`src/sv/dpf_ram.sv`:
```
// ----------------------------------------------------------------------------
// dpf_ram
// generic simple dual port ram, one write and one registered read port
// ----------------------------------------------------------------------------
module dpf_ram #(
    parameter int WIDTH = 8,
    parameter int DEPTH = 16
) (
    input  logic                     clk,
    input  logic                     wr_en,
    input  logic [$clog2(DEPTH)-1:0] wr_addr,
    input  logic [WIDTH-1:0]         wr_data,
    input  logic                     rd_en,
    input  logic [$clog2(DEPTH)-1:0] rd_addr,
    output logic [WIDTH-1:0]         rd_data
);

    logic [WIDTH-1:0] mem [DEPTH];

    always_ff @(posedge clk)
    begin
        if (wr_en)
        begin
            mem[wr_addr] <= wr_data;
        end
        if (rd_en)
        begin
            rd_data <= mem[rd_addr];
        end
    end

endmodule

```
`config.mk`:
```
export PLATFORM = sky130hd
export DESIGN_NAME = dpf_ram
export DESIGN_NICKNAME = d
export VERILOG_FILES = /design/src/sv/dpf_ram.sv
export SDC_FILE = /design/constraint.sdc
export NUM_CORES = 1
export LEC_CHECK = 0
export BUFFER_PORTS_ARGS = -buffer_cell sky130_fd_sc_hd__buf_4
export CORE_MARGIN = 4
export CORE_UTILIZATION = 65
export DETAILED_ROUTE_END_ITERATION = 10
export PLACE_DENSITY = 0.81
export SLEW_MARGIN = 20
export SYNTH_ARGS = -nofsm -noshare
export SYNTH_HDL_FRONTEND = slang
export SYNTH_SLANG_ARGS = --single-unit
```
`constraint.sdc`:
```
create_clock -name clk -period 2.6 [get_ports clk]
set_input_delay 0.39 -clock clk [delete_from_list [all_inputs] [get_ports clk]]
set_output_delay 0.39 -clock clk [all_outputs]
set_load 0.03 [all_outputs]
```
After elaboration in Yosys (flattened, before gate mapping):

Memory sizes are Yosys's and may differ from the RTL's. A register that Yosys moved wholly into a read port is not among the register bits.
Cells that the tools add are included.
Widths: inputs -> output; s select.

* muxes and demuxes: 2

Operator list (count)
* $mux 1: 2

* bits in registers: 0
* RAM bits: 128
* bits of input ports: 19
* output and inout bits: 8
* word-level logic and storage cells: 3
* memories: 1

Memory list
* mem: words 16, bits a word 8, rd ports 1, clocked after Yosys merged registers in 1, wr ports 1, RTL line 18 `logic [WIDTH-1:0] mem [DEPTH];`

Depth between registers and ports, before layout:

* word-level depth: 2
* mapped depth: 5
* gate-level depth less buffers: 3

Worst setup path before layout:

OpenSTA, ideal clock, no wires.

* kind: input-to-reg
* start point: in wr_addr[2]
* end point: mem mem[0][0], enable pin
* setup time: 383 ps
* data arrival time: 1500 ps
* required time: 2217 ps
* slack: 717 ps
* cell stages on the path: 2
* path buffers: 0
* cells stage by stage: or3b_2 nor3_1

RTL lines
* from (decl): RTL line 11 `input logic [$clog2(DEPTH)-1:0] wr_addr,`
* to (decl): RTL line 18

No word-level cell before the write port.

==> metrics <==
Max Slew Vio Count 0; Worst R2R Start mem[8][3]; initial antenna violation count 0; Ant. Diodes 0; wire length of the first global-routing pass between 15,000 and 20,000 µm; Yosys Warn Count 0; Die Span X approximately 100 µm; worst vdd ir 618 µV; Starting Density 67.3%; Final min period between 1.5 and 2 ns; global-route usage over all layers between 20% and 30%; synth unique cells 18; Post-Synthesis Net Count 248; CP Launch Type register; Pre-Repair DR Iteration Count 5; Seq/Total Area, Yosys between 70% and 80%; TritonCTS buffer count 17; core area roughly 8000 µm²; Hold Path Class input port to register; Post-CTS Setup Bufs 0; delay-heaviest family, CP multiplexers; grt ovf 0; Critical Path, Cell by Cell mux4_1 -> a22oi_1 -> nand2_1; crit path DAT 1.89 ns; Slew @ Worst Pin 0.896 ns; Final ANT Viol Nets 0; placed insts about 360; Hold Slack 0.179 ns; vias in the first global route between 2,000 and 3,000; slew margin rel. roughly two fifths; P_leak between 2 and 2.5 nW; top cells by area, synth edfxtp_1 78%, mux4_2 7.8%, mux4_1 7.0%; post-route cell area between 6000 and 7000 µm²; largest net degree at the start of global routing 33; CP Capture Type register; pwr dens ~840 nW/µm²; Critical Path RT between 2 and 3 ns; Yosys reg bits 136; CTS tree built; crit path kind register to register; DR iter-0 viols about 350; RSZ-0062 raised after global routing false; maximum root-to-sink buffer count 2; FP Rows 32; GPL Wtd Cong about 0.76; hold_sp rd_en; Post-CTS Hold Buffers 0; Filler cells ~390; CP max stage delay roughly 0.56 ns; die area 9540 µm²; maxcap violations 0; CP Launch Point mem[8][3]; post-cts gate resize count 0; CTS Sinks 136; Cells after Synth roughly 230; Area growth syn-to-layout 17.6%; Die Height 97.7 µm; Area after DPL about 5600 µm²; Worst Path Buf+Inv 0; status complete, no violations; most frequent cells in the layout 136 x edfxtp_1, 35 x buf_4, 18 x mux4_2; Worst Skew 0.00496 ns; CP Max Fanout 1; Final Cycle Share 63.0%; Avg WL per Cell 28.4 µm; via count 2,597; vias per cell ~6.7; htree depth 4; I/O Buffers 26; # setup viols final 0; clock slew at reported path FFs 0.06 ns; io pins 27; fmax 610 MHz; multi-input logic area 1060 µm²; Clock Latency Late Sink roughly 0.51 ns; nets around 300; share of cells above drive strength 1 29.4%; final setup TNS 0 ns; post-synth top area share 78.1%; syn_area_per_cell between 20 and 25 µm²; Synth area leader edfxtp_1; total wire length 11,000 µm; CTS Root Cell clkbuf_8; Post-Syn Area 5230 µm²; commonest non-fill, non-tap cell in the layout edfxtp_1; non-filler cells, final 388; DP HPWL 5930 µm; critical path's slowest cell mux4_1; Residual DRC 0; area occupied by registers 4080 µm²; Hold Fails Final Rpt 0
[cell families after synthesis]
group,Yosys count,share of synthesized area [%]
buf+inv,10,1.65
simple gates,35,3.14
mux,32,14.8
flops,136,78.1
compound gates,16,2.30
[sequential cells by signal, summed over array words and instances (netlist names)]
| name | cells |
|---|---|
| mem | 128 |
| rd_data | 8 |
[power breakdown]
group	switching (mW)	total [mW]	internal (mW)	leakage, nW
sequential	0.0156	2.49	2.47	1.24
clock	0.898	2.44	1.54	0.284
combinational	0.157	0.262	0.105	0.553
[layer usage]
metal	wire, µm	track usage [%]	part of all wire, %
met4	300	10.0	2.7
met3	1020	5.74	9.3
met1	4420	36.5	40
met2	5280	36.7	48
met5	0	0	0
[final cells by class]
cell class,count,share of cell area [%]
clock buffers,17,6.74
clock inverters,14,2.97
multi-input cells,83,17.2
flip-flops and latches,136,66.4
well taps,102,2.08
repair buffers,36,4.60
[worst paths after layout]
kind                                   end  slack, ns  cells after the start
worst min-delay path            rd_data[3]       0.18                      1
worst max-delay path            rd_data[3]       0.96                      3
worst max register to register  rd_data[3]       0.96                      3
worst min register to register  rd_data[3]       0.78                      3
[synth_stat cells]
cell type,n
a22oi_1,16
and2_1,1
and2b_1,1
buf_2,3
buf_4,1
buf_6,3
clkdlybuf4s25_2,3
edfxtp_1,136
mux4_1,14
mux4_2,18
nand2_1,9
nand2b_1,2
nand3_1,1
nand3b_1,2
nor2_1,13
nor2b_1,1
nor3_1,4
or3b_2,1
[per-stage QoR]
| step | utilization [%] | total power [mW] | setup slack [ns] |
|---|---|---|---|
| floorplan | - | 2.67 | 0.717 |
| detailed placement | 71.5 | 2.78 | 0.450 |
| global route | 79.2 | 5.34 | 0.891 |
| finish | 79.2 | 5.19 | 0.961 |
| CTS | 79.2 | 5.20 | 0.978 |
| global placement | 71.5 | 2.78 | 0.509 |
No activity file was read; power rests on OpenSTA's default activity.
