**config.mk**
```make
export PLATFORM = sky130hd
export DESIGN_NAME = dpf_ctrl
export DESIGN_NICKNAME = d
export VERILOG_FILES = /design/src/sv/dpf_pkg.sv /design/src/sv/dpf_ctrl.sv
export SDC_FILE = /design/constraint.sdc
export NUM_CORES = 1
export LEC_CHECK = 0
export ABC_AREA = 1
export BUFFER_PORTS_ARGS = -buffer_cell sky130_fd_sc_hd__buf_4
export CORE_MARGIN = 2
export CORE_UTILIZATION = 40
export CTS_CLUSTER_SIZE = 12
export DETAILED_ROUTE_END_ITERATION = 8
export SKIP_CTS_REPAIR_TIMING = 1
export SKIP_LAST_GASP = 1
export SLEW_MARGIN = 20
export SYNTH_ARGS = -nofsm -noshare
export SYNTH_HDL_FRONTEND = slang
export SYNTH_SLANG_ARGS = --single-unit
```
**constraint.sdc**
```tcl
create_clock -name clk -period 5.5 [get_ports clk]
set_input_delay 0.55 -clock clk [delete_from_list [all_inputs] [get_ports clk]]
set_output_delay 0.55 -clock clk [all_outputs]
set_load 0.03 [all_outputs]
```
**src/sv/dpf_pkg.sv**
```systemverilog
// ----------------------------------------------------------------------------
// dpf_pkg
// shared sizes, request and result types and pointer helpers of the
// dedup packet fifo
// ----------------------------------------------------------------------------
package dpf_pkg;

    localparam int DEPTH      = 64;
    localparam int ID_BITS    = 16;
    localparam int TIME_BITS  = 32;
    localparam int PTR_BITS   = $clog2(DEPTH);
    localparam int OCC_BITS   = $clog2(DEPTH + 1);
    localparam int LIMIT_BITS = 7;
    localparam int COUNT_BITS = 7;
    localparam int LIM_W      = (OCC_BITS > LIMIT_BITS) ? OCC_BITS : LIMIT_BITS;
    localparam int SUM_W      = OCC_BITS + 1;
    localparam int ENTRY_BITS = 2 * ID_BITS + TIME_BITS;

    // input tdata layout
    localparam int IN_SRC_LSB    = 0;
    localparam int IN_DST_LSB    = ID_BITS;
    localparam int IN_TS_LSB     = 2 * ID_BITS;
    localparam int IN_LO_LSB     = 2 * ID_BITS + TIME_BITS;
    localparam int IN_HI_LSB     = 2 * ID_BITS + 2 * TIME_BITS;
    localparam int IN_FIELD_BITS = 2 * ID_BITS + 3 * TIME_BITS;
    localparam int IN_DATA_BITS  = ((IN_FIELD_BITS + 7) / 8) * 8;

    // output tdata layout
    localparam int OUT_CNT_LSB    = 2 * ID_BITS + TIME_BITS;
    localparam int OUT_FIELD_BITS = OUT_CNT_LSB + COUNT_BITS;
    localparam int OUT_DATA_BITS  = ((OUT_FIELD_BITS + 7) / 8) * 8;

    localparam int REQ_BITS  = 2;
    localparam int FLAG_BITS = 2;

    typedef enum logic [REQ_BITS-1:0] {
        REQ_ADD   = 2'd0,
        REQ_FWD   = 2'd1,
        REQ_COUNT = 2'd2,
        REQ_NONE  = 2'd3
    } req_kind_t;

    typedef enum logic [1:0] {
        ST_IDLE,
        ST_SCAN,
        ST_POP,
        ST_FINISH
    } state_t;

    typedef struct packed {
        req_kind_t             kind;
        logic [ID_BITS-1:0]    src;
        logic [ID_BITS-1:0]    dst;
        logic [TIME_BITS-1:0]  ts;
        logic [TIME_BITS-1:0]  lo;
        logic [TIME_BITS-1:0]  hi;
    } req_t;

    typedef struct packed {
        logic                  accepted;
        logic                  pkt_valid;
        logic [ID_BITS-1:0]    src;
        logic [ID_BITS-1:0]    dst;
        logic [TIME_BITS-1:0]  ts;
        logic [COUNT_BITS-1:0] count;
    } res_t;

    function automatic logic [PTR_BITS-1:0] ptr_inc(input logic [PTR_BITS-1:0] ptr);
        logic [PTR_BITS-1:0] r;
        if (ptr == PTR_BITS'(DEPTH - 1))
            r = '0;
        else
            r = ptr + PTR_BITS'(1);
        return r;
    endfunction

    // ptr + off modulo DEPTH, off never above DEPTH
    function automatic logic [PTR_BITS-1:0] ptr_add(input logic [PTR_BITS-1:0] ptr,
                                                    input logic [OCC_BITS-1:0] off);
        logic [SUM_W-1:0] s;
        s = SUM_W'(ptr) + SUM_W'(off);
        if (s >= SUM_W'(DEPTH))
            s = s - SUM_W'(DEPTH);
        return s[PTR_BITS-1:0];
    endfunction

endpackage

```
**src/sv/dpf_ctrl.sv**
```systemverilog
// ----------------------------------------------------------------------------
// dpf_ctrl
// request sequencer: ring pointers, entry scan over the ram, result register
// ----------------------------------------------------------------------------
module dpf_ctrl (
    input  logic                            clk,
    input  logic                            rst_n,
    input  logic                            req_valid,
    output logic                            req_ready,
    input  dpf_pkg::req_t                   req,
    input  logic                            cfg_valid,
    output logic                            cfg_ready,
    input  logic [dpf_pkg::LIMIT_BITS-1:0]  cfg_data,
    output logic                            res_valid,
    input  logic                            res_ready,
    output dpf_pkg::res_t                   res,
    output logic                            rd_en,
    output logic [dpf_pkg::PTR_BITS-1:0]    rd_addr,
    input  logic [dpf_pkg::ENTRY_BITS-1:0]  rd_data,
    output logic                            wr_en,
    output logic [dpf_pkg::PTR_BITS-1:0]    wr_addr,
    output logic [dpf_pkg::ENTRY_BITS-1:0]  wr_data
);

    import dpf_pkg::*;

    state_t                 state_reg, state_next;
    req_t                   req_reg, req_next;
    logic [PTR_BITS-1:0]    head_reg, head_next;
    logic [OCC_BITS-1:0]    occ_reg, occ_next;
    logic [LIM_W-1:0]       limit_reg, limit_next;
    logic [PTR_BITS-1:0]    rd_ptr_reg, rd_ptr_next;
    logic [OCC_BITS-1:0]    left_reg, left_next;
    logic                   hit_reg, hit_next;
    logic [COUNT_BITS-1:0]  cnt_reg, cnt_next;
    logic [ENTRY_BITS-1:0]  pop_reg, pop_next;
    logic                   out_valid_reg, out_valid_next;
    res_t                   out_reg, out_next;

    logic [ID_BITS-1:0]     ent_src;
    logic [ID_BITS-1:0]     ent_dst;
    logic [TIME_BITS-1:0]   ent_ts;
    logic                   add_match;
    logic                   cnt_match;
    logic [LIM_W-1:0]       eff_limit;
    logic                   evict;
    logic [PTR_BITS-1:0]    add_head;
    logic [OCC_BITS-1:0]    add_occ;

    assign ent_src = rd_data[ID_BITS-1:0];
    assign ent_dst = rd_data[2*ID_BITS-1:ID_BITS];
    assign ent_ts  = rd_data[ENTRY_BITS-1:2*ID_BITS];

    assign add_match = (ent_src == req_reg.src) && (ent_dst == req_reg.dst)
                       && (ent_ts == req_reg.ts);
    assign cnt_match = (ent_dst == req_reg.dst) && (ent_ts >= req_reg.lo)
                       && (ent_ts <= req_reg.hi);

    always_comb
    begin
        if (limit_reg == '0)
            eff_limit = LIM_W'(1);
        else if (limit_reg > LIM_W'(DEPTH))
            eff_limit = LIM_W'(DEPTH);
        else
            eff_limit = limit_reg;
    end

    // buffer at its limit drops its oldest entry before the append
    assign evict    = LIM_W'(occ_reg) >= eff_limit;
    assign add_head = evict ? ptr_inc(head_reg) : head_reg;
    assign add_occ  = evict ? occ_reg - OCC_BITS'(1) : occ_reg;

    assign req_ready = (state_reg == ST_IDLE);
    assign cfg_ready = 1'b1;
    assign res_valid = out_valid_reg;
    assign res       = out_reg;
    assign wr_addr   = ptr_add(add_head, add_occ);
    assign wr_data   = {req_reg.ts, req_reg.dst, req_reg.src};

    always_ff @(posedge clk or negedge rst_n)
    begin
        if (!rst_n)
        begin
            state_reg     <= ST_IDLE;
            head_reg      <= '0;
            occ_reg       <= '0;
            limit_reg     <= LIM_W'(DEPTH);
            out_valid_reg <= 1'b0;
        end
        else
        begin
            state_reg     <= state_next;
            head_reg      <= head_next;
            occ_reg       <= occ_next;
            limit_reg     <= limit_next;
            out_valid_reg <= out_valid_next;
        end
    end

    always_ff @(posedge clk)
    begin
        req_reg    <= req_next;
        rd_ptr_reg <= rd_ptr_next;
        left_reg   <= left_next;
        hit_reg    <= hit_next;
        cnt_reg    <= cnt_next;
        pop_reg    <= pop_next;
        out_reg    <= out_next;
    end

    always_comb
    begin
        state_next     = state_reg;
        req_next       = req_reg;
        head_next      = head_reg;
        occ_next       = occ_reg;
        limit_next     = limit_reg;
        rd_ptr_next    = rd_ptr_reg;
        left_next      = left_reg;
        hit_next       = hit_reg;
        cnt_next       = cnt_reg;
        pop_next       = pop_reg;
        out_valid_next = out_valid_reg;
        out_next       = out_reg;
        rd_en          = 1'b0;
        rd_addr        = head_reg;
        wr_en          = 1'b0;

        if (cfg_valid)
        begin
            limit_next = LIM_W'(cfg_data);
        end

        if (out_valid_reg && res_ready)
        begin
            out_valid_next = 1'b0;
        end

        unique case (state_reg)
            ST_IDLE:
            begin
                if (req_valid)
                begin
                    req_next = req;
                    hit_next = 1'b0;
                    cnt_next = '0;
                    if ((req.kind == REQ_ADD || req.kind == REQ_COUNT) && occ_reg != '0)
                    begin
                        rd_en       = 1'b1;
                        rd_addr     = head_reg;
                        rd_ptr_next = ptr_inc(head_reg);
                        left_next   = occ_reg - OCC_BITS'(1);
                        state_next  = ST_SCAN;
                    end
                    else if (req.kind == REQ_FWD && occ_reg != '0)
                    begin
                        rd_en      = 1'b1;
                        rd_addr    = head_reg;
                        state_next = ST_POP;
                    end
                    else
                    begin
                        state_next = ST_FINISH;
                    end
                end
            end

            ST_SCAN:
            begin
                // rd_data holds the entry requested last cycle
                if (req_reg.kind == REQ_ADD && add_match)
                begin
                    hit_next = 1'b1;
                end
                if (req_reg.kind == REQ_COUNT && cnt_match && cnt_reg != '1)
                begin
                    cnt_next = cnt_reg + COUNT_BITS'(1);
                end
                if (left_reg == '0)
                begin
                    state_next = ST_FINISH;
                end
                else
                begin
                    rd_en       = 1'b1;
                    rd_addr     = rd_ptr_reg;
                    rd_ptr_next = ptr_inc(rd_ptr_reg);
                    left_next   = left_reg - OCC_BITS'(1);
                end
            end

            ST_POP:
            begin
                pop_next   = rd_data;
                state_next = ST_FINISH;
            end

            ST_FINISH:
            begin
                if (!out_valid_reg || res_ready)
                begin
                    out_valid_next = 1'b1;
                    out_next       = '0;
                    state_next     = ST_IDLE;
                    unique case (req_reg.kind)
                        REQ_ADD:
                        begin
                            if (!hit_reg)
                            begin
                                wr_en             = 1'b1;
                                head_next         = add_head;
                                occ_next          = add_occ + OCC_BITS'(1);
                                out_next.accepted = 1'b1;
                            end
                        end
                        REQ_FWD:
                        begin
                            if (occ_reg != '0)
                            begin
                                out_next.pkt_valid = 1'b1;
                                out_next.src       = pop_reg[ID_BITS-1:0];
                                out_next.dst       = pop_reg[2*ID_BITS-1:ID_BITS];
                                out_next.ts        = pop_reg[ENTRY_BITS-1:2*ID_BITS];
                                head_next          = ptr_inc(head_reg);
                                occ_next           = occ_reg - OCC_BITS'(1);
                            end
                        end
                        REQ_COUNT:
                        begin
                            out_next.count = cnt_reg;
                        end
                        REQ_NONE:
                        begin
                            out_next = '0;
                        end
                        default:
                        begin
                            out_next = '0;
                        end
                    endcase
                end
            end

            default:
            begin
                state_next = ST_IDLE;
            end
        endcase
    end

endmodule

```
; After elaboration in Yosys (flattened, before gate mapping)
; Cells that the tools add are included.
[totals]
regBits = 311
input_bits = 206
out_inout_bits = 154
elab_cells = 134
[op_classes]
add_sub_neg = 8
magnitude_cmp = 5
n_eq_ne = 22
muxes = 48
reduce_logical = 29
[ops]
columns = cell, count
row1 = $mux W7, 10
row2 = $mux W6, 11
row3 = $mux W65, 1
row4 = $pmux W7 S2, 3
row5 = $eq A16 B16 Y1, 2
row6 = $eq A32 B32 Y1, 1
row7 = $ge A32 B32 Y1, 1
row8 = $le A32 B32 Y1, 1
row9 = $pmux W6 S2, 2
row10 = $ne A2 B2 Y1 const B, 8
row11 = $add A7 B1 Y7 const B, 2
row12 = $logic_not A7 Y1, 2
row13 = $mux W1, 14
row14 = $sub A7 B1 Y7 const B, 2
row15 = $add A6 B1 Y6 const B, 2
row16 = $eq A6 B6 Y1 const B, 2
row17 = $logic_and A1 B1 Y1, 10
row18 = $reduce_and A3 Y1, 3
row19 = $add A6 B7 Y8, 1
row20 = $eq A2 B2 Y1 const B, 4
row21 = $ge A8 B7 Y1 const B, 1
row22 = $mux W2, 4
row23 = $pmux W2 S4, 1
row24 = $ge A7 B7 Y1, 1
row25 = other kinds (14), 23

; Longest topological paths before layout
[logic_depth]
word_depth = 8
ltp_mapped = 26
depth_no_buf = 26

; Least setup slack after synthesis
; No wires, ideal clock.
[synth_path]
kind = flip-flop to flip-flop
startpoint = register out_valid_reg (netlist: res_valid)
endpoint = register occ_reg[5]
setup_ps = 122
arrival_ps = 4857
t_required_ps = 5378
slack_ps = 522
path_stages_with_launch = 9
n_path_buf = 0
synth_period_minus_slack_ps = 4978
path_cell_list = dfrtp_1 > inv_1 > nor2_1 > nor2_1 > nand2_1 > a21oi_4 > inv_2 > a21oi_1 > a21oi_2
[synth_between]
elab_chain_cells = 3
[synth_lines]
columns = element, line_no
row1 = from (decl), dpf_ctrl.sv:37  ; logic out_valid_reg, out_valid_next;
row2 = from (signal assigned), dpf_ctrl.sv:97  ; out_valid_reg <= out_valid_next;
row3 = $logic_not A1 Y1, dpf_ctrl.sv:201  ; if (!out_valid_reg || res_ready)
row4 = $logic_or A1 B1 Y1, dpf_ctrl.sv:201
row5 = $reduce_and A5 Y1 (no line), --
row6 = to (signal assigned), dpf_ctrl.sv:95  ; occ_reg <= occ_next;
row7 = to (decl), dpf_ctrl.sv:30  ; logic [OCC_BITS-1:0] occ_reg, occ_next;
; Every way passes these cells.
; A chain may end at the register's enable or synchronous reset.

; Worst setup path in the final report
[layout_path]
startpoint = register limit_reg[5]
endpoint = output port wr_addr[4] in the netlist's numbering
[layout_between]
elab_chain_cells = 8
word_cells_on_any_way = 11
classes_between = add/sub: 2 / order compare: 3 / mux: 5 / reduce/logical: 1
[layout_lines]
columns = element, line_no
row1 = from (decl), dpf_ctrl.sv:31  ; logic [LIM_W-1:0] limit_reg, limit_next;
row2 = from (signal assigned), dpf_ctrl.sv:88  ; limit_reg <= LIM_W'(DEPTH);
row3 = from (signal assigned), dpf_ctrl.sv:96  ; limit_reg <= limit_next;
row4 = $gt A7 B7 Y1, dpf_ctrl.sv:63  ; else if (limit_reg > LIM_W'(DEPTH))
row5 = $mux W7, dpf_ctrl.sv:63
row6 = $mux W7 (*), dpf_ctrl.sv:61  ; if (limit_reg == '0)
row7 = $ge A7 B7 Y1 (*), dpf_ctrl.sv:70  ; assign evict = LIM_W'(occ_reg) >= eff_limit;
row8 = $mux W6 / $mux W7 (equally long branches), "dpf_ctrl.sv:71, dpf_ctrl.sv:72"
row9 = $add A6 B7 Y8 (*), dpf_pkg.sv:81  ; s = SUM_W'(ptr) + SUM_W'(off);
row10 = $ge A8 B7 Y1 / $sub A6 B1 Y6 (equally long branches), "dpf_pkg.sv:82, dpf_pkg.sv:83"
row11 = $mux W6 (*), dpf_pkg.sv:82  ; if (s >= SUM_W'(DEPTH))
row12 = to (decl), dpf_ctrl.sv:21  ; output logic [dpf_pkg::PTR_BITS-1:0] wr_addr,
; Mark *: on every way between the ends. The rest lies on a longest branch, timed or not.

==> flow_metrics.env <==
export IMPL_slew_headroom=0.311
export IMPL_dp_hpwl_mm=27.5
export IMPL_p_seq_frac=0.372
export IMPL_rsz0062_at_grt="false"
export IMPL_combPwrFrac=0.404
export IMPL_synth_compound_area_frac=0.0491
export IMPL_io_buffer_count=358
export IMPL_die_x_um=196
export IMPL_clockBufferDepth=3
export IMPL_place_gp_congestion=0.875
export IMPL_ys_ff_latch=311
export IMPL_power_density_nw_per_um2=540
export IMPL_synth_top_family_by_area="simple AND/OR/NAND/NOR gates"
export IMPL_cp_cell_sequence="nor4_1 > nand3_1 > nand2_1 > nand2_1 > ha_1 > nand2_1 > inv_1 > nand2_1 > nand2_1 > nand2_2 > nand2_4 > inv_2 > o21ai_0 > ha_1 > ha_1 > inv_1 > nand2_1 > nand2_1 > nand3_1 > nand2_1 > nand2_1 > nand2_1 > buf_4"
export IMPL_clkPwrFrac=0.225
export IMPL_post_synth_and_or_nand_nor_area_fraction=0.113
export IMPL_cts_sinks=311
export IMPL_drc=0
export IMPL_ir_worst_vdd_v=0.000463
export IMPL_syn_inst=1301
export IMPL_grt_max_degree=84
export IMPL_ys_warnings_count=0
export IMPL_ioPinCount=360
export IMPL_status="complete, no violations"
export IMPL_firstDrtPassIters=5
export IMPL_diodes=0
export IMPL_drive_gt1_frac=0.270
export IMPL_place_inst=2053
export IMPL_tns_ns=0
export IMPL_finalWirelength_mm=36.3
export IMPL_core_um2=36500
export IMPL_grt_util_all_layers=0.189
export IMPL_synth_area_top_cells="edfxtp_1 (58%), ha_1 (7.2%), inv_1 (5.6%)"
export IMPL_critical_path_required_ns=4.95
export IMPL_final_min_clock_period_ns=4.29
export IMPL_layout_common_cells="buf_4 (363), edfxtp_1 (288), inv_1 (219)"
export IMPL_layout_commonest_cell="buf_4"
export IMPL_switching_share=0.392
export IMPL_cpPeakStageDelay_ns=0.40
export IMPL_die_h_um=196
export IMPL_crit_path_top_delay_cell="dfrtp_1"
export IMPL_initialDrtViolationCount=387
export IMPL_ant_nets=0
export IMPL_cts_tree="yes"
export IMPL_grt_pass1_vias=10000
export IMPL_die_area_um2=38600
export IMPL_hold_path_class="in2reg"
export IMPL_netlist_area_um2=14800
export IMPL_clk_pin_slew_ns=0.06
export IMPL_largest_reg_flops=73
export IMPL_ys_types=41
export IMPL_final_hold_viol_count=0
export IMPL_wire_per_inst_um=17.2
export IMPL_synth_adder_area_share=0.0718
export IMPL_cts_root_buf="clkbuf_16"
export IMPL_synth_area_leader_cell="edfxtp_1"
export IMPL_clkLatencyLatePin_ns=0.53
export IMPL_cts_made_buffers=36
export IMPL_cp_end_kind="primary output"
export IMPL_grt_pass1_wl_mm=55.4
export IMPL_synth_fp_nets=1592
export IMPL_worstPathArrival_ns=3.74
export IMPL_worst_slew_pin_slew_ns=1.03
export IMPL_p_switching_w=0.00395
export IMPL_critPathKind="reg2out"
export IMPL_crit_path_frequent_cell="nand2_1"
export IMPL_p_leak_nw=8.34
export IMPL_area_growth_pct=25.9
export IMPL_whs_ns=0.195
export IMPL_seq_area_frac_synth=0.623
export IMPL_via_per_inst=4.65
export IMPL_initial_core_util=0.406
export IMPL_fp_row_count=70
export IMPL_cts_htree_levels=2
export IMPL_setup_violations=0
export IMPL_syn_area_per_cell_um2=11.4
export IMPL_route_vias_total=9828
export IMPL_final_util=0.511
export IMPL_fin_crit_sh=0.781
export IMPL_total_power_w=0.0101
export IMPL_synth_xor_xnor_area_share=0.0420
export IMPL_grt_overflow=0
export IMPL_skew_ns=0.0261
export IMPL_drv_cap=0
export IMPL_antenna_found_initial=0
export IMPL_cp_max_fo=18
export IMPL_fin_nets=1915
export IMPL_synth_top_area_frac=0.584
export IMPL_fmax_mhz=233
export IMPL_maxSlewViolCount=0
export IMPL_critPathLaunchType="flop"
export IMPL_instances_no_fill=2114
export IMPL_synth_mux_area_frac=0.00304
export IMPL_intPower_w=0.00613
area by class of cell:
type	count	area, µm²
repair buffers	364	2740
fillers	3252	17900
well taps	468	586
clock inverters	17	164
flip-flops and latches	311	9230
multi-input cells	684	4160
clock buffers	43	927
inverters	227	857
synthesized netlist by cell type, drive strengths merged:
cell / number
o21a: 3
nand3: 34
o21bai: 2
xnor2: 22
or2: 4
a21oi: 52
nand4: 13
nor4: 11
clkbuf: 6
ha: 85
nand2: 186
nand3b: 2
dfrtp: 22
xor2: 49
buf: 73
a31oi: 2
o211ai: 5
a22oi: 3
o22ai: 6
dfstp: 1
o21ai: 52
nor2: 137
a211oi: 2
edfxtp: 288
nor3: 8
mux2: 4
inv: 227
o31ai: 1
conb: 1
layer usage:
metal	GRT usage	vias up	wire length [µm]
met5	0	-	0
met4	0.0640	0	1130
met3	0.0592	66	2830
met2	0.333	293	18100
met1	0.217	4561	14300
li1	-	4908	-
final timing paths:
path                            cells after the start                startpoint  slack, ns                        to
worst min register to register                      2     pop_reg[56]$_DFFE_PN_       0.53     res[31]$_SDFFCE_PN0P_
worst min-delay path                                1                   req[44]       0.19     req_reg[44]$_DFFE_PP_
worst max register to register                     15  limit_reg[5]$_DFFE_PN0P_       2.58    occ_reg[2]$_DFFE_PN0P_
worst max-delay path                               23  limit_reg[5]$_DFFE_PN0P_       1.21                wr_addr[4]
min in group asynchronous                           2                     rst_n       0.47   head_reg[2]$_DFFE_PN0P_
max in group asynchronous                           2                     rst_n       4.72  limit_reg[6]$_DFFE_PN1P_
through the flow:
stage / setup slack (ns) / area, µm²
after floorplan: 0.522 / 14800
after global placement: 1.91 / 17600
after detailed placement: 1.76 / 17600
after CTS: 1.17 / 18600
after global routing: 0.914 / 18700
final: 1.21 / 18700
power by group through the flow:
stage                     sequential (W)  clock, W  combinational, W
after floorplan                  0.00415         0           0.00243
after global placement           0.00378         0           0.00405
after detailed placement         0.00380         0           0.00411
after CTS                        0.00375   0.00233           0.00413
after global routing             0.00382   0.00242           0.00449
final                            0.00374   0.00226           0.00407
cells by family after synthesis:
group                      after synthesis
buffers and inverters                  306
muxes                                    4
adders and majority gates               85
and+or+nand+nor                        395
other                                    1
xor gates and xnor gates                71
AOI/OAI and AO/OA                      128
DFF                                    311
critical path: cells and delay by family (launching register included):
| kind | cells | cell delay [ns] |
|---|---|---|
| compound gates | 1 | 0.35 |
| fa+ha+maj | 3 | 0.70 |
| buf+inv | 4 | 0.34 |
| flops | 1 | 0.40 |
| simple gates | 15 | 1.48 |
Note: power is estimated with default switching activity, not from simulation.
